`config.mk`:
```
export PLATFORM = sky130hd
export DESIGN_NAME = vcv_sqrt
export DESIGN_NICKNAME = d
export VERILOG_FILES = /design/src/hw/rtl/vcv_sqrt.sv
export SDC_FILE = /design/constraint.sdc
export NUM_CORES = 1
export LEC_CHECK = 0
export BUFFER_PORTS_ARGS = -buffer_cell sky130_fd_sc_hd__buf_4
export CAP_MARGIN = 10
export CORE_AREA = 2 2 146 148
export CTS_CLUSTER_SIZE = 8
export DETAILED_ROUTE_END_ITERATION = 10
export DIE_AREA = 0 0 148 150
export GPL_TIMING_DRIVEN = 0
export PLACE_DENSITY = 0.69
export SLEW_MARGIN = 0
export SYNTH_ARGS = -nofsm -noshare
export SYNTH_HDL_FRONTEND = slang
export SYNTH_SLANG_ARGS = --single-unit
```
`constraint.sdc`:
```
create_clock -name clk -period 5.83 [get_ports clk]
set_input_delay 0.2915 -clock clk [delete_from_list [all_inputs] [get_ports clk]]
set_output_delay 0.2915 -clock clk [all_outputs]
set_load 0.01 [all_outputs]
```
`src/hw/rtl/vcv_sqrt.sv`:
```
module vcv_sqrt (
    input  logic        clk,
    input  logic        rst_n,
    input  logic        start,
    input  logic [63:0] arg,
    output logic        done,
    output logic [31:0] root
);
    logic [63:0] n_reg;
    logic [32:0] rem_reg;
    logic [31:0] root_reg;
    logic [4:0]  cnt_reg;
    logic        busy_reg;
    logic        done_reg;
    logic [34:0] rem_sh;
    logic [34:0] trial;
    logic        fits;

    assign rem_sh = {rem_reg, n_reg[63:62]};
    assign trial  = {1'b0, root_reg, 2'b01};
    assign fits   = (rem_sh >= trial);
    assign done   = done_reg;
    assign root   = root_reg;

    // Two bits of radicand per cycle, one root bit out
    always_ff @(posedge clk or negedge rst_n)
    begin
        if (!rst_n)
        begin
            busy_reg <= 1'b0;
            done_reg <= 1'b0;
            cnt_reg  <= '0;
        end
        else
        begin
            done_reg <= 1'b0;
            if (start)
            begin
                n_reg    <= arg;
                rem_reg  <= '0;
                root_reg <= '0;
                cnt_reg  <= 5'd31;
                busy_reg <= 1'b1;
            end
            else if (busy_reg)
            begin
                n_reg    <= {n_reg[61:0], 2'b00};
                rem_reg  <= fits ? 33'(rem_sh - trial) : rem_sh[32:0];
                root_reg <= {root_reg[30:0], fits};
                cnt_reg  <= cnt_reg - 5'd1;
                if (cnt_reg == 5'd0)
                begin
                    busy_reg <= 1'b0;
                    done_reg <= 1'b1;
                end
            end
        end
    end

endmodule

```
==> flow_summary.ini <==
[logic_synthesis]
synthCells = 717
synth_edf_count = 129
synth_nets = 820
netlist_area_um2 = 8155
asyncSetResetFlopFracSynth_pct = 5.147
synth_ff_type = edfxtp_1
synth_seq_cells = 136
yosys_warnings = 0
ys_types = 68
ys_seq_area_share_pct = 49.65
syn-mean-instance-area_um2 = 11.37

[place]
place.gp.congestion = 0.8692
place_hpwl_mm = 13.62
portBuffers = 98
dp_cells = 1092
pre_cts_ws_ps = 2540

[floorplanning]
ios = 100
fp.dieW_um = 148
start_util_pct = 39.42
core_area_um2 = 20690
die_area_um2 = 22200
rows = 53
die_h_um = 150

[power]
switching_share_pct = 31.54
combPwrFrac_pct = 27.7
ir_drop_mv = 0.2262
power_density_nw_per_um2 = 334.0
power_frac_seq_pct = 38.4
power.leakage_uw = 0.004132
switchingPower_uw = 1041
p_clk_share_pct = 33.9
fin_total_pwr_uw = 3302
internal_power_uw = 2261

[route]
drtIter0Drc = 430
vias_per_cell = 5.400
routed_wl_mm = 19.41
dr.pass1.iters = 5
antenna_left = 0
drc = 0
routedWlPerCell_um = 17.27
vias = 6070

[sta]
period_share_pct = 57.59
fin_crit_ps = 3357
drv_slew = 0
worst-slew-pin-transition_ps = 964.7
finalHoldViolations = 0
worst_slack_ps = 2473
skew_ps = 15.65
maxSlewHeadroom_pct = 35.68
fin_hold_ws_ps = 37.81
rsz0062_at_grt = false
fmax_mhz = 297.8
setup_viol = 0

[critical_path]
crit_type = reg -> reg
cp-start-kind = flop
timing.critical_path.buf_inv = 3
critPathTopFamily = compound AO/OA/AOI/OAI gates
cp_slowest_stage_delay_ps = 400
critPathMaxFanout = 10
worst_path_max_delay_cell = edfxtp_1
crit_chain = inv_1 > ha_1 > a21oi_1 > nand2_1 > a221oi_1 > o21a_1 > a211oi_2 > nor2_2 > buf_2 > buf_2 > nand2_1 > a311oi_1
arrival_ps = 3610
critPathCaptureType = flop
cp_data_required_time_ps = 6080

[clocking]
clock_path_buffers = 2
htree_num_levels = 4
ctsResizeCount = 0
cts_made_buffers = 17
clk_pin_slew_ps = 70
post_cts_buffers = 0
insertion_delay_ps = 430
numClockSinks = 136
tritoncts = built
root_buffer = clkbuf_16
hold_buffers = 0

[hold_path]
min-delay-path-class = in -> async

[grt]
grt_use_total_pct = 18.08
antenna_found_initial = 0
grt_overflow = 0
grt_max_degree = 74
grt_pass1_wl_mm = 31.57
grt_pass1_vias = 6107

[outcome]
outcome = complete, no violations

[cells_and_area]
syn_to_final_growth_pct = 21.22
fillers = 1955
drive_gt1_share_pct = 26.38
layout_commonest_cell = edfxtp_1
largest_reg_flops = 64
layout_common_cells = edfxtp_1 (129), buf_4 (100), nor2_1 (77)
post_layout_nonfiller_instances = 1124
antenna_cells = 0
final_nets = 939

[run]
max-cap-violations = 0
[kinds of logic (layout without fill, tap and decap cells)]
logic type | after synthesis | count (layout) | synth area share (%)
adder cells (fa/ha/maj) | 36 | 36 | 5.523
AND/OR/NAND/NOR | 182 | 182 | 10.62
buffers and inverters | 88 | 220 | 4.434
multiplexers | 108 | 108 | 14.21
XOR/XNOR | 28 | 28 | 3.007
AO/OA/AOI/OAI | 139 | 139 | 12.57
flip-flops | 136 | 136 | 49.65
[cell type report]
type	instances	area [um2]	area share, %
inverters	45	168.9	1.709
well taps	275	344.1	3.481
clock inverters	15	177.7	1.797
multi-input cells	493	3752	37.96
repair buffers	100	775.7	7.847
plain buffers	43	192.7	1.949
flip-flops and latches	136	4049	40.96
clock buffers	17	425.4	4.303
[power by group through the flow]
stage | registers (uW) | logic (uW) | clock network (uW)
floorplan | 1270 | 671 | 0
finish | 1270 | 913 | 1120
global placement | 1290 | 885 | 0
global route | 1280 | 1010 | 1180
detailed placement | 1290 | 902 | 0
CTS | 1270 | 909 | 1140
[layer usage]
layer,global-route usage [%],vias up,share of wire (%)
met5,0,-,0
li1,-,2925,-
met1,22.80,2923,44
met3,6.799,23,8.3
met4,5.857,0,1.8
met2,28.82,199,46
[cells in the mapped netlist (3+ instances only)]
cell,instances,area share [%]
a211o_1,3,0.32
a211oi_1,18,1.7
a21o_1,11,1.0
a21oi_1,25,1.5
a311oi_1,6,0.64
a31oi_1,5,0.38
a32oi_1,9,0.97
and2_1,4,0.31
and3_1,3,0.23
buf_1,8,0.37
buf_2,13,0.80
clkbuf_1,19,0.87
dfrtp_1,7,2.1
edfxtp_1,129,47
ha_1,36,5.5
inv_1,45,2.1
mux2_2,62,8.6
mux2i_1,46,5.6
nand2_1,34,1.6
nand2b_1,8,0.61
nand3_1,9,0.55
nand4_1,7,0.54
nand4b_1,3,0.32
nor2_1,77,3.5
nor2b_1,5,0.38
nor3_1,8,0.49
nor4_1,5,0.38
o21a_1,8,0.74
o21ai_0,12,0.74
o21bai_1,3,0.28
o31ai_1,9,0.83
or3_1,5,0.38
xnor2_1,16,1.7
xor2_1,12,1.3
[final timing paths]
check,start,to,slack (ps),cells after the start
min reg2reg,cnt_reg[4],cnt_reg[4],530,2
max reg2reg,root[21],rem_reg[14],2470,12
max,root[21],rem_reg[14],2470,12
max in group asynchronous,rst_n,busy_reg,5190,1
min,rst_n,done,40,1
min in group clk,arg[0],n_reg[0],150,2
[metrics by stage]
stage,instance area (um2),util [%],TNS [ps]
floorplan,8155,-,0
global placement,9235,44.64,-3817
detailed placement,9283,44.87,0
CTS,9886,47.78,0
global route,9886,47.78,0
finish,9886,47.78,0
(Power assumes the default switching activity.)
