File: config.mk
export PLATFORM = sky130hd
export DESIGN_NAME = vcv_cordic
export DESIGN_NICKNAME = d
export VERILOG_FILES = /design/src/hw/rtl/vcv_pkg.sv /design/src/hw/rtl/vcv_cordic.sv
export SDC_FILE = /design/constraint.sdc
export NUM_CORES = 1
export LEC_CHECK = 0
export ABC_AREA = 1
export ABC_CLOCK_PERIOD_IN_PS = 9150
export BUFFER_PORTS_ARGS = -buffer_cell sky130_fd_sc_hd__buf_2
export CAP_MARGIN = 20
export CORE_ASPECT_RATIO = 2
export CORE_MARGIN = 2
export CORE_UTILIZATION = 29
export CTS_CLUSTER_SIZE = 28
export DETAILED_ROUTE_END_ITERATION = 7
export GPL_TIMING_DRIVEN = 0
export PLACE_DENSITY = 0.51
export REMOVE_ABC_BUFFERS = 1
export SYNTH_ARGS = -nofsm -noshare
export SYNTH_HDL_FRONTEND = slang
export SYNTH_SLANG_ARGS = --single-unit
File: constraint.sdc
create_clock -name clk -period 9.15 [get_ports clk]
set_clock_uncertainty 0.1 [all_clocks]
set_input_delay 1.83 -clock clk [delete_from_list [all_inputs] [get_ports clk]]
set_output_delay 1.83 -clock clk [all_outputs]
set_load 0.005 [all_outputs]
File: src/hw/rtl/vcv_pkg.sv
package vcv_pkg;

    // Fixed datapath widths
    localparam int CW           = 52;   // CORDIC x/y width
    localparam int ZW           = 20;   // CORDIC angle width
    localparam int CORDIC_STEPS = 17;
    localparam int QUEUE_DEPTH  = 4;

    localparam logic [63:0] NEAR_SQ     = 64'd10240000;   // 3200 squared
    localparam logic [16:0] HALF_PI_Q16 = 17'd102944;
    localparam logic [19:0] PI_Q16      = 20'd205887;

    // Verdict codes
    localparam logic [2:0] VERDICT_FAR     = 3'd0;
    localparam logic [2:0] VERDICT_NEAR    = 3'd1;
    localparam logic [2:0] VERDICT_BEHIND  = 3'd2;
    localparam logic [2:0] VERDICT_OUTSIDE = 3'd3;
    localparam logic [2:0] VERDICT_INSIDE  = 3'd4;

    // Configuration register indexes
    localparam logic [2:0] REG_CAM_X    = 3'd0;
    localparam logic [2:0] REG_CAM_Y    = 3'd1;
    localparam logic [2:0] REG_CAM_Z    = 3'd2;
    localparam logic [2:0] REG_FWD_X    = 3'd3;
    localparam logic [2:0] REG_FWD_Y    = 3'd4;
    localparam logic [2:0] REG_FWD_Z    = 3'd5;
    localparam logic [2:0] REG_MAX_DIST = 3'd6;
    localparam logic [2:0] REG_HALF_FOV = 3'd7;

    // One classified object as queued between front and back
    typedef struct packed {
        logic             bv;
        logic [2:0][32:0] d;     // test point minus camera, signed
        logic [2:0][32:0] emn;   // box minimum minus camera, signed
        logic [2:0][32:0] emx;   // box maximum minus camera, signed
        logic [2:0][30:0] ext;   // half box extent per axis
    } item_t;

    // Camera settings the back end needs
    typedef struct packed {
        logic [2:0][15:0] fwd;
        logic [30:0]      max_dist;
        logic [16:0]      half_fov;
    } cfg_t;

    function automatic logic [32:0] mag33(input logic [32:0] v);
        return v[32] ? (~v + 33'd1) : v;
    endfunction

    function automatic logic [16:0] atan_q16(input logic [4:0] i);
        logic [16:0] r;
        case (i)
            5'd0:    r = 17'd51472;
            5'd1:    r = 17'd30385;
            5'd2:    r = 17'd16055;
            5'd3:    r = 17'd8150;
            5'd4:    r = 17'd4091;
            5'd5:    r = 17'd2047;
            5'd6:    r = 17'd1024;
            5'd7:    r = 17'd512;
            5'd8:    r = 17'd256;
            5'd9:    r = 17'd128;
            5'd10:   r = 17'd64;
            5'd11:   r = 17'd32;
            5'd12:   r = 17'd16;
            5'd13:   r = 17'd8;
            5'd14:   r = 17'd4;
            5'd15:   r = 17'd2;
            5'd16:   r = 17'd1;
            default: r = 17'd0;
        endcase
        return r;
    endfunction

endpackage

File: src/hw/rtl/vcv_cordic.sv
module vcv_cordic (
    input  logic                           clk,
    input  logic                           rst_n,
    input  logic                           start,
    input  logic                           vec_mode,
    input  logic signed [vcv_pkg::CW-1:0]  x_in,
    input  logic signed [vcv_pkg::CW-1:0]  y_in,
    input  logic signed [vcv_pkg::ZW-1:0]  z_in,
    output logic                           done,
    output logic signed [vcv_pkg::CW-1:0]  x_out,
    output logic signed [vcv_pkg::CW-1:0]  y_out,
    output logic signed [vcv_pkg::ZW-1:0]  z_out
);
    import vcv_pkg::*;

    logic signed [CW-1:0] x_reg;
    logic signed [CW-1:0] y_reg;
    logic signed [ZW-1:0] z_reg;
    logic                 mode_reg;
    logic [4:0]           i_reg;
    logic                 busy_reg;
    logic                 done_reg;
    logic signed [CW-1:0] dx;
    logic signed [CW-1:0] dy;
    logic signed [ZW-1:0] at;
    logic                 plus;

    assign dx   = y_reg >>> i_reg;
    assign dy   = x_reg >>> i_reg;
    assign at   = signed'({3'b000, atan_q16(i_reg)});
    // Vectoring drives y to zero, rotation drives z to zero
    assign plus = mode_reg ? (y_reg > 0) : (z_reg < 0);

    assign done  = done_reg;
    assign x_out = x_reg;
    assign y_out = y_reg;
    assign z_out = z_reg;

    always_ff @(posedge clk or negedge rst_n)
    begin
        if (!rst_n)
        begin
            busy_reg <= 1'b0;
            done_reg <= 1'b0;
            i_reg    <= '0;
        end
        else
        begin
            done_reg <= 1'b0;
            if (start)
            begin
                x_reg    <= x_in;
                y_reg    <= y_in;
                z_reg    <= z_in;
                mode_reg <= vec_mode;
                i_reg    <= '0;
                busy_reg <= 1'b1;
            end
            else if (busy_reg)
            begin
                if (plus)
                begin
                    x_reg <= x_reg + dx;
                    y_reg <= y_reg - dy;
                    z_reg <= z_reg + at;
                end
                else
                begin
                    x_reg <= x_reg - dx;
                    y_reg <= y_reg + dy;
                    z_reg <= z_reg - at;
                end
                i_reg <= i_reg + 5'd1;
                if (i_reg == 5'(CORDIC_STEPS - 1))
                begin
                    busy_reg <= 1'b0;
                    done_reg <= 1'b1;
                end
            end
        end
    end

endmodule

==> reports/qor.tcl, run 1 <==
set qor(ys_types) 59
set qor(initial_core_util_pct) 29.2
set qor(async_reset_ff_share_pct) 5.30
set qor(clk-insertion-delay-late_ps) 530
set qor(routed-wl-met2_um) 60000
set qor(clockBufferDepth) 2
set qor(worst_path_max_delay_cell) {sky130_fd_sc_hd__o21ai_0}
set qor(grt_max_degree) 109
set qor(ctsHtreeMaxLevel) 4
set qor(critPathBufInv) 5
set qor(cts-resized-gates) 0
set qor(syn_avg_cell_area_um2) 5.75
set qor(numCtsBuffers) 17
set qor(cts.reportedPaths.clkPinSlew_ps) 70
set qor(cts_hold_repair.buffers) 0
set qor(clkSinkCount) 132
set qor(fraction_of_the_yosys_area_taken_by_sequential_cells_pct) 17.0
set qor(place.gp.congestion) 0.964
set qor(drt_pass1_iterations) 5
set qor(combined_area_of_all_synthesized_cells_um2) 23100
set qor(max-cap-violations) 0
set qor(cpLargestDelayFamily) {simple AND/OR/NAND/NOR gates}
set qor(crit_fanout) 58
set qor(worst-path-stages) 27
set qor(hpwl_um) 92200
set qor(worstSetupStartpointType) {register}
set qor(ios) 253
set qor(fin_crit_ps) 7840
set qor(timing_max_transition_violations_final) 0
set qor(fin_cells) 5199
set qor(vdd_ir_drop_max_mv) 0.186
set qor(grt_pass1_vias) 27800
set qor(synth_enable_flop_cells) 125
set qor(route.vias.total) 27300
set qor(buffer_ports.inserted) 252
set qor(final_nets) 4420
set qor(totalPowerFinal_mw) 10.0
set qor(run_status) {complete, no violations}
set qor(drt_drc_violations_left) 0
set qor(crit_arrival_ps) 8020
set qor(final_setup_fails) 0
set qor(timing.setup.critical_path_class) {reg -> reg}
set qor(antenna_found_initial) 1
set qor(cp.required_ps) 9330
set qor(tightest_slew_ps) 1120
set qor(core.rowCount) 146
set qor(ys.flop_type) {sky130_fd_sc_hd__edfxtp_1}
set qor(multi_input_gate_area_um2) 17200
set qor(final_layout_size_suffix_gt1_share_pct) 11.8
set qor(cts_root_buf) {sky130_fd_sc_hd__clkbuf_16}
set qor(dp_cells) 5167
set qor(detail_route.wirelength.met1_um) 38800
set qor(worst_r2r_path_depth) 27
set qor(route.detailed.vias_per_inst) 5.24
set qor(routed.top_layer) {met4}
set qor(yosys_warnings) 0
set qor(cellPowerDensity_nw_per_um2) 386
set qor(worst_path_largest_cell_delay_ps) 910
set qor(period_share_pct) 85.6
set qor(nFillCells) 9213
set qor(chipWidth_um) 204
set qor(max_freq_mhz) 128
set qor(min_path_cells) 1
set qor(die_height_um) 403
set qor(clock_tree_from_tritoncts) {yes}
set qor(synth-seq-cells) 132
set qor(fp.dieArea_um2) 82100
set qor(drtIter0Drc) 1680
set qor(cell_repeated_most_along_the_worst_path) {sky130_fd_sc_hd__nand2_1}
set qor(grt_setup_unrepaired) {false}
set qor(met3_length_um) 3550
set qor(timing.slew.headroom_pct) 24.6
set qor(drt.antenna.violating_nets) 0
set qor(leakage_nw) 12.8
set qor(global_route_wire_length_before_repair_um) 165000
set qor(area_delta_synth_final_pct) 12.2
set qor(holdCritPathClass) {reg -> reg}
set qor(core_region_area_um2) 79100
set qor(wl_per_cell_um) 21.6
set qor(post-cts-setup-buffer-count) 0
set qor(overflow) 0
set qor(diodes) 0
set qor(critical_path.endpoint_type) {register}
set qor(hold_violations) 0
set qor(syn_inst) 4019
set qor(total_global_route_track_usage_pct) 27.1
set qor(seq_area_um2) 3940
set qor(detail_route.wirelength_um) 112000
## power by group
part | switching (mW) | total (mW) | leakage [nW] | internal [mW]
Sequential | 0.472 | 1.48 | 1.32 | 1.01
Combinational | 5.15 | 7.77 | 11.2 | 2.62
Clock | 0.329 | 0.763 | 0.294 | 0.434
Total | 5.95 | 10.0 | 12.8 | 4.06
## cells by family (layout without fill, tap and decap cells)
| logic type | Yosys count | after routing | synth area share (%) |
|---|---|---|---|
| adders and majority gates | 142 | 142 | 7.78 |
| and+or+nand+nor | 2668 | 2668 | 50.4 |
| DFF | 132 | 132 | 17.0 |
| xor gates and xnor gates | 125 | 125 | 4.73 |
| buffers and inverters | 476 | 620 | 8.68 |
| AOI/OAI and AO/OA | 476 | 476 | 11.4 |
## synthesized netlist by cell type, types with 3 or more instances
cell type	instances	area, um^2
sky130_fd_sc_hd__nor3_1	34	170
sky130_fd_sc_hd__nor2_2	24	150
sky130_fd_sc_hd__o21bai_1	6	45.0
sky130_fd_sc_hd__a21o_1	26	195
sky130_fd_sc_hd__o211ai_1	4	30.0
sky130_fd_sc_hd__and3_1	3	18.8
sky130_fd_sc_hd__and2_1	5	31.3
sky130_fd_sc_hd__xor2_1	74	648
sky130_fd_sc_hd__nand2_1	1379	5180
sky130_fd_sc_hd__o21ai_2	5	43.8
sky130_fd_sc_hd__xnor2_1	51	447
sky130_fd_sc_hd__o21ai_0	152	761
sky130_fd_sc_hd__buf_6	14	158
sky130_fd_sc_hd__inv_2	19	71.3
sky130_fd_sc_hd__nand3_2	5	50.1
sky130_fd_sc_hd__inv_1	290	1090
sky130_fd_sc_hd__a31oi_1	34	213
sky130_fd_sc_hd__clkinv_1	7	26.3
sky130_fd_sc_hd__nand3_1	705	3530
sky130_fd_sc_hd__buf_1	20	75.1
sky130_fd_sc_hd__nor2_1	325	1220
sky130_fd_sc_hd__buf_4	13	97.6
sky130_fd_sc_hd__a21boi_0	5	37.5
sky130_fd_sc_hd__edfxtp_1	125	3750
sky130_fd_sc_hd__or2_2	68	425
sky130_fd_sc_hd__o21a_1	5	37.5
sky130_fd_sc_hd__nand3b_1	7	52.6
sky130_fd_sc_hd__o31ai_1	7	52.6
sky130_fd_sc_hd__nor3_2	5	50.1
sky130_fd_sc_hd__nand2_2	37	231
sky130_fd_sc_hd__a21oi_1	194	971
sky130_fd_sc_hd__buf_2	50	250
sky130_fd_sc_hd__dfrtp_1	7	175
sky130_fd_sc_hd__ha_1	139	1740
sky130_fd_sc_hd__clkbuf_1	61	229
sky130_fd_sc_hd__fa_1	3	60.1
sky130_fd_sc_hd__nand4_1	36	225
sky130_fd_sc_hd__nor4_1	18	113
sky130_fd_sc_hd__o21ai_1	25	125
sky130_fd_sc_hd__nor2_4	6	67.6
sky130_fd_sc_hd__nor3_4	4	65.1
## metal layers
metal | track usage, % | vias up
met5 | 0 | -
met4 | 22.3 | 0
met3 | 2.97 | 312
met2 | 51.7 | 771
met1 | 25.6 | 12500
li1 | - | 13600
## cell type report
| class | count | area share [%] |
|---|---|---|
| inverter | 318 | 4.67 |
| tap | 1036 | 5.00 |
| timing repair buffer | 270 | 6.51 |
| multi-input combinational | 3411 | 66.3 |
| clock inverter | 12 | 0.603 |
| clock buffer | 20 | 1.72 |
| sequential | 132 | 15.2 |
## stage by stage
step / utilization, % / TNS (ps) / setup slack (ps) / instance area, um^2 / hold WS (ps)
after floorplan: - / 0 / 1400 / 22300 / 420
after global placement: 31.4 / -865920 / -5060 / 24900 / 488
after detailed placement: 32.0 / 0 / 1510 / 25300 / 491
after CTS: 32.8 / 0 / 1510 / 25900 / 506
after global routing: 32.8 / 0 / 1090 / 25900 / 552
final: 32.8 / 0 / 1310 / 25900 / 517
## final timing paths
check | slack, ps | to | from
setup / recovery | 1310 | x_out[44]$_DFFE_PP_ | y_out[15]$_DFFE_PP_
hold / removal | 520 | i_reg[1]$_DFFE_PN0N_ | busy_reg$_DFF_PN0_
setup reg to reg | 1310 | x_out[44]$_DFFE_PP_ | y_out[15]$_DFFE_PP_
hold reg to reg | 520 | i_reg[1]$_DFFE_PN0N_ | busy_reg$_DFF_PN0_
max in group asynchronous | 7650 | i_reg[1]$_DFFE_PN0N_ | rst_n
min in group asynchronous | 1060 | i_reg[4]$_DFFE_PN0N_ | rst_n
## cells in the final DEF (no fill, tap or decap), types with 26 or more instances in the layout
cell | netlist | final
sky130_fd_sc_hd__a21o_1 | 26 | 26
sky130_fd_sc_hd__a21oi_1 | 194 | 194
sky130_fd_sc_hd__a31oi_1 | 34 | 34
sky130_fd_sc_hd__buf_2 | 50 | 251
sky130_fd_sc_hd__edfxtp_1 | 125 | 125
sky130_fd_sc_hd__ha_1 | 139 | 139
sky130_fd_sc_hd__inv_1 | 290 | 287
sky130_fd_sc_hd__nand2_1 | 1379 | 1378
sky130_fd_sc_hd__nand2_2 | 37 | 38
sky130_fd_sc_hd__nand3_1 | 705 | 705
sky130_fd_sc_hd__nand4_1 | 36 | 36
sky130_fd_sc_hd__nor2_1 | 325 | 323
sky130_fd_sc_hd__nor3_1 | 34 | 34
sky130_fd_sc_hd__o21ai_0 | 152 | 152
sky130_fd_sc_hd__or2_2 | 68 | 68
sky130_fd_sc_hd__xnor2_1 | 51 | 51
sky130_fd_sc_hd__xor2_1 | 74 | 74
(Power assumes the default switching activity.)
==> inputs of run 2 (changes only) <==
Settings changed: CORE_ASPECT_RATIO 2 to 1.1, RECOVER_POWER set to 25.
==> reports/qor.tcl, run 2 (synthesized netlist as in run 1, its figures left out) <==
set qor(tightest_slew_ps) 3210 ;# +2090 ps
set qor(ctsHtreeMaxLevel) 4 ;# unchanged
set qor(post-cts-setup-buffer-count) 0 ;# unchanged
set qor(drt_drc_violations_left) 0 ;# unchanged
set qor(post-route-cell-area_um2) 25900 ;# -0.34%
set qor(final.setup.worst_slack_ps) 2220 ;# +908 ps
set qor(place.gp.congestion) 0.959 ;# -0.53%
set qor(min_from) {busy_reg$_DFF_PN0_}
set qor(hpwl_um) 79700 ;# -14%
set qor(clock_tree_from_tritoncts) {yes}
set qor(mostFrequentLayoutCells) {sky130_fd_sc_hd__nand2_1, sky130_fd_sc_hd__nand3_1, sky130_fd_sc_hd__nor2_1}
set qor(route.vias.total) 26700 ;# -2.1%
set qor(placed_area_um2) 25400 ;# +0.10%
set qor(final_setup_fails) 0 ;# unchanged
set qor(cts_hold_repair.buffers) 0 ;# unchanged
set qor(crit_arrival_ps) 7080 ;# -940 ps
set qor(overflow) 0 ;# unchanged
set qor(worst_path_largest_cell_delay_ps) 630 ;# -280 ps
set qor(power_frac_comb_pct) 77.2 ;# -0.4 points
set qor(grt_setup_unrepaired) {false}
set qor(clk-insertion-delay-late_ps) 510 ;# -20 ps
set qor(drt.antenna.violating_nets) 0 ;# unchanged
set qor(layout.core_utilization_pct) 32.8 ;# -0.037 points
set qor(worstSetupStartpointType) {register}
set qor(cell_repeated_most_along_the_worst_path) {sky130_fd_sc_hd__nand2_1}
set qor(diodes) 0 ;# unchanged
set qor(buffer_ports.inserted) 252 ;# unchanged
set qor(ios) 253 ;# unchanged
set qor(numCtsBuffers) 17 ;# unchanged
set qor(fp.dieArea_um2) 82000 ;# -0.17%
set qor(timing_max_transition_violations_final) 125 ;# +125
set qor(total_global_route_track_usage_pct) 23.0 ;# -4.1 points
set qor(critical_path.endpoint_type) {register}
set qor(cts_root_buf) {sky130_fd_sc_hd__clkbuf_16}
set qor(cp.required_ps) 9300 ;# -30 ps
set qor(multi_input_gate_area_um2) 17200 ;# about the same
set qor(vdd_ir_drop_max_mv) 0.136 ;# -27%
set qor(nFillCells) 9158 ;# -0.60%
set qor(clockBufferDepth) 2 ;# unchanged
set qor(switching_power_share_of_the_total_pct) 59.0 ;# -0.44 points
set qor(drt_pass1_iterations) 6 ;# +1
set qor(wl_per_cell_um) 18.5 ;# -14%
set qor(cellPowerDensity_nw_per_um2) 376 ;# -2.6%
set qor(place_worst_setup_slack_ps) 2370 ;# +863 ps
set qor(core.rowCount) 108 ;# -26%
set qor(chipWidth_um) 273 ;# +34%
set qor(detail_route.wirelength_um) 96500 ;# -14%
set qor(dp_cells) 5176 ;# +0.17%
set qor(route.detailed.vias_per_inst) 5.13 ;# -2.2%
set qor(seqPwrFrac_pct) 15.7 ;# +0.9 points
set qor(area_delta_synth_final_pct) 11.8
set qor(die_height_um) 300 ;# -26%
set qor(cts.reportedPaths.clkPinSlew_ps) 80 ;# about the same
set qor(drtIter0Drc) 2234 ;# +33%
set qor(fin_cells) 5209 ;# +0.19%
set qor(initial_core_util_pct) 29.3 ;# +0.068 points
set qor(hold-worst-slack_ps) 456 ;# -60.5 ps
set qor(switching_power_mw) 5.74 ;# -3.6%
set qor(clockPowerShare_pct) 7.1 ;# -0.5 points
set qor(max_freq_mhz) 144 ;# +13%
set qor(critical_path.startpoint) {i_reg[1]$_DFFE_PN0N_}
set qor(power.internal_mw) 3.98 ;# -1.9%
set qor(grt_pass1_vias) 25500 ;# -8.4%
set qor(failed_checks) {max-capacitance violations, max-slew violations}
set qor(worst_path_max_delay_cell) {sky130_fd_sc_hd__dfrtp_4}
set qor(final_layout_size_suffix_gt1_share_pct) 10.8 ;# -1.1 points
set qor(totalPowerFinal_mw) 9.72 ;# -2.9%
set qor(final_nets) 4421 ;# +0.023%
set qor(antenna_found_initial) 0 ;# -1
set qor(hold_violations) 0 ;# unchanged
set qor(clkSinkCount) 132 ;# unchanged
set qor(period_share_pct) 75.7 ;# -9.9 points
set qor(grt_max_degree) 111 ;# +1.8%
set qor(most_common_cell_after_layout_fill_and_taps_aside) {sky130_fd_sc_hd__nand2_1}
set qor(leakage_nw) 12.6 ;# -1.2%
set qor(max-cap-violations) 2 ;# +2
set qor(core_region_area_um2) 78900 ;# -0.23%
set qor(setup_total_negative_slack_ps) 0 ;# unchanged
set qor(cts-resized-gates) 0 ;# unchanged
set qor(global_route_wire_length_before_repair_um) 145000 ;# -12%
set qor(fin_crit_ps) 6930 ;# -908 ps
set qor(rr_startpoint) {i_reg[1]$_DFFE_PN0N_}
set qor(timing.slew.headroom_pct) -114 ;# -140 points
set qor(seq_area_um2) 3940 ;# unchanged
set qor(timing.setup.critical_path_class) {reg -> reg}
set qor(crit_fanout) 108 ;# +86%
set qor(run_status) {finished with violations}
set qor(holdCritPathClass) {reg -> reg}
run 2: layout make-up:
cell class | instances | area share, %
clock inverters | 14 | 0.440
repair buffers | 271 | 6.41
clock buffers | 18 | 1.66
multi-input cells | 3411 | 66.5
flip-flops and latches | 132 | 15.2
well taps | 1045 | 5.06
inverters | 318 | 4.67
run 2: power by group through the flow:
stage | clock [mW] | combinational, mW | sequential (mW)
5_1_grt | 0.731 | 8.49 | 1.55
3_5_place_dp | 0 | 7.46 | 1.53
3_3_place_gp | 0 | 7.42 | 1.57
6_report | 0.691 | 7.50 | 1.53
4_1_cts | 0.719 | 7.50 | 1.52
2_1_floorplan | 0 | 5.34 | 1.26
run 2: final timing paths:
kind | endpoint | slack, ps | depth (start not counted)
hold reg to reg | i_reg[2]$_DFFE_PN0N_ | 460 | 1
max in group asynchronous | i_reg[1]$_DFFE_PN0N_ | 7370 | 1
min in group asynchronous | i_reg[2]$_DFFE_PN0N_ | 1160 | 1
hold / removal | i_reg[2]$_DFFE_PN0N_ | 460 | 1
setup reg to reg | y_out[47]$_DFFE_PP_ | 2220 | 31
setup / recovery | y_out[47]$_DFFE_PP_ | 2220 | 31
run 2: metal layers:
layer,vias to the layer above,global-route usage [%],part of all wire [%]
li1,13600,-,-
met1,12200,30.4,46
met2,697,38.8,48
met3,123,2.21,3.8
met4,0,8.50,3.2
met5,-,0,0
run 2: critical path, delay by kind of cell (launching register included):
family	cells	cell delay, ps
simple gates	13	1850
flops	1	630
xor+xnor	1	170
compound gates	8	2000
fa+ha+maj	2	560
buf+inv	7	1330
==> inputs of run 3 (changes only) <==
Settings changed: ABC_CLOCK_PERIOD_IN_PS 9150 to 6450.
Clock period 9.15 ns to 6.45 ns, I/O delays scaled along.
==> reports/qor.tcl, run 3 (synthesized netlist as in run 1, its figures left out) <==
set qor(min_to) {i_reg[2]$_DFFE_PN0N_}
set qor(cpLargestDelayFamily) {simple AND/OR/NAND/NOR gates}
set qor(initial_core_util_pct) 29.3 ;# unchanged
set qor(clockBufferDepth) 2 ;# unchanged
set qor(grt_pass1_vias) 25500 ;# +0.055%
set qor(final_nets) 4431 ;# +0.23%
set qor(most_common_cell_after_layout_fill_and_taps_aside) {sky130_fd_sc_hd__nand2_1}
set qor(worst_path_max_delay_cell) {sky130_fd_sc_hd__edfxtp_1}
set qor(period_share_pct) 92.9 ;# +17 points
set qor(routed-wl-met2_um) 46600 ;# +1.7%
set qor(antenna_found_initial) 0 ;# unchanged
set qor(fin_cells) 5219 ;# +0.19%
set qor(clk-insertion-delay-late_ps) 510 ;# about the same
set qor(critPathBufInv) 6 ;# -1
set qor(overflow) 0 ;# unchanged
set qor(crit_fanout) 64 ;# -41%
set qor(core.rowCount) 108 ;# unchanged
set qor(clkSinkCount) 132 ;# unchanged
set qor(area_delta_synth_final_pct) 12.7
set qor(total_global_route_track_usage_pct) 23.1 ;# +0.052 points
set qor(critical_path.startpoint) {y_out[14]$_DFFE_PP_}
set qor(min_from) {busy_reg$_DFF_PN0_}
set qor(clock_tree_from_tritoncts) {yes}
set qor(placed_area_um2) 25400 ;# unchanged
set qor(cell_repeated_most_along_the_worst_path) {sky130_fd_sc_hd__nand2_1}
set qor(ctsHtreeMaxLevel) 4 ;# unchanged
set qor(tightest_slew_ps) 883 ;# -2330 ps
set qor(post-route-cell-area_um2) 26100 ;# +0.78%
set qor(fin_crit_ps) 5990 ;# -934 ps
set qor(hpwl_um) 79700 ;# unchanged
set qor(buffer_ports.inserted) 252 ;# unchanged
set qor(worst_path_largest_cell_delay_ps) 550 ;# -80 ps
set qor(detail_route.wirelength_um) 97700 ;# +1.2%
set qor(nFillCells) 9141 ;# -0.19%
set qor(grt_setup_unrepaired) {false}
set qor(route.vias.total) 26900 ;# +0.54%
set qor(max_freq_mhz) 167 ;# +16%
set qor(worstSetupStartpointType) {register}
set qor(global_route_wire_length_before_repair_um) 145000 ;# +0.19%
set qor(dp_cells) 5176 ;# unchanged
set qor(wl_per_cell_um) 18.7 ;# +1.0%
set qor(leakage_nw) 12.7 ;# +0.68%
set qor(timing.rr.end) {x_out[51]$_DFFE_PP_}
set qor(grt_max_degree) 111 ;# unchanged
set qor(chipWidth_um) 273 ;# unchanged
set qor(place.gp.congestion) 0.959 ;# unchanged
set qor(critical_path.endpoint_type) {register}
set qor(final_layout_size_suffix_gt1_share_pct) 11.2 ;# +0.41 points
set qor(fp.dieArea_um2) 82000 ;# unchanged
set qor(timing.setup.critical_path_class) {reg -> reg}
set qor(detail_route.wirelength.met1_um) 44200 ;# +0.49%
set qor(drt.antenna.violating_nets) 0 ;# unchanged
set qor(cts_root_buf) {sky130_fd_sc_hd__clkbuf_16}
set qor(mostFrequentLayoutCells) {sky130_fd_sc_hd__nand2_1, sky130_fd_sc_hd__nand3_1, sky130_fd_sc_hd__nor2_1}
set qor(numCtsBuffers) 17 ;# unchanged
set qor(core_region_area_um2) 78900 ;# unchanged
set qor(route.detailed.vias_per_inst) 5.15 ;# +0.35%
set qor(vdd_ir_drop_max_mv) 0.196 ;# +44%
set qor(drt_pass1_iterations) 8 ;# +2
set qor(ios) 253 ;# unchanged
set qor(rr_startpoint) {y_out[14]$_DFFE_PP_}
set qor(max-cap-violations) 0 ;# -2
set qor(worst_r2r_path_depth) 28 ;# -9.7%
set qor(timing_max_transition_violations_final) 0 ;# -100%
set qor(met3_length_um) 3870 ;# +6.1%
set qor(min_path_cells) 1 ;# unchanged
set qor(routed.top_layer) {met4}
set qor(seq_area_um2) 3950 ;# +0.13%
set qor(timing.reg2reg.setup_slack_ps) 460 ;# -1770 ps
set qor(drtIter0Drc) 2343 ;# +4.9%
set qor(drt_drc_violations_left) 0 ;# unchanged
set qor(multi_input_gate_area_um2) 17200 ;# +0.20%
set qor(cellPowerDensity_nw_per_um2) 531 ;# +41%
set qor(cp.required_ps) 6590 ;# -2710 ps
set qor(hold_violations) 0 ;# unchanged
set qor(holdCritPathClass) {reg -> reg}
set qor(crit_arrival_ps) 6140 ;# -940 ps
set qor(timing.slew.headroom_pct) 41.1 ;# +160 points
set qor(diodes) 0 ;# unchanged
set qor(final_setup_fails) 0 ;# unchanged
set qor(run_status) {complete, no violations}
set qor(cts.reportedPaths.clkPinSlew_ps) 80 ;# about the same
set qor(die_height_um) 300 ;# unchanged
## run 3: cell count changes in the layout (fill, tap and decap cells not counted), sizes merged
cell	previous run	this run
buf	228	239
clkbuf	61	59
clkinv	17	18
## run 3: final cells by class
cell class / instances / area share (%)
clock inverters: 14 / 0.437
inverters: 318 / 4.79
well taps: 1045 / 5.02
multi-input cells: 3411 / 66.1
flip-flops and latches: 132 / 15.1
repair buffers: 280 / 6.76
clock buffers: 18 / 1.65
repair inverters: 1 / 0.0624
## run 3: worst reg2reg max path, delay by kind of cell (launching register included)
family | cells | cell delay [ps]
simple gates | 18 | 2850
buf+inv | 6 | 1010
compound gates | 2 | 690
flops | 1 | 550
fa+ha+maj | 1 | 340
xor+xnor | 1 | 200
## run 3: per-stage QoR
stage	power [mW]	hold WS [ps]	utilization (%)	setup slack [ps]	TNS, ps
after floorplan	9.36	420	-	-1070	-171000
after global placement	12.7	461	31.5	-6960	-1342640
after detailed placement	12.7	459	32.1	-328	-3280
after CTS	13.8	463	32.9	21.4	0
after global routing	15.3	498	33.0	10.5	0
final	13.8	456	33.0	456	0
## run 3: worst max-delay path by stage
stage	depth (start not counted)	slack, ps	endpoint
2_1_floorplan	26	-1070	x_out[44]$_DFFE_PP_
3_3_place_gp	3	-6960	x_out[38]$_DFFE_PP_
3_5_place_dp	31	-330	y_out[39]$_DFFE_PP_
4_1_cts	32	20	y_out[39]$_DFFE_PP_
5_1_grt	28	10	x_out[51]$_DFFE_PP_
6_report	28	460	x_out[51]$_DFFE_PP_
## run 3: timing repair
item	4_1_cts	5_1_grt
cloned	0	1
hold buffers	0	0
hold endpoints to repair	0	0
buffers inserted	2	8
pin swaps	1	4
resized for setup	7	16
setup endpoints to repair	26	32
## run 3: where the power goes
group	internal (mW)	leakage [nW]	switching (mW)
registers	1.43	1.31	0.738
logic	3.72	11.1	6.97
clock network	0.523	0.259	0.460
## run 3: per-layer routing
layer,up-vias,GRT usage [%]
li1,13700,-
met1,12300,30.4
met2,736,39.0
met3,131,2.21
met4,0,8.51
met5,-,0
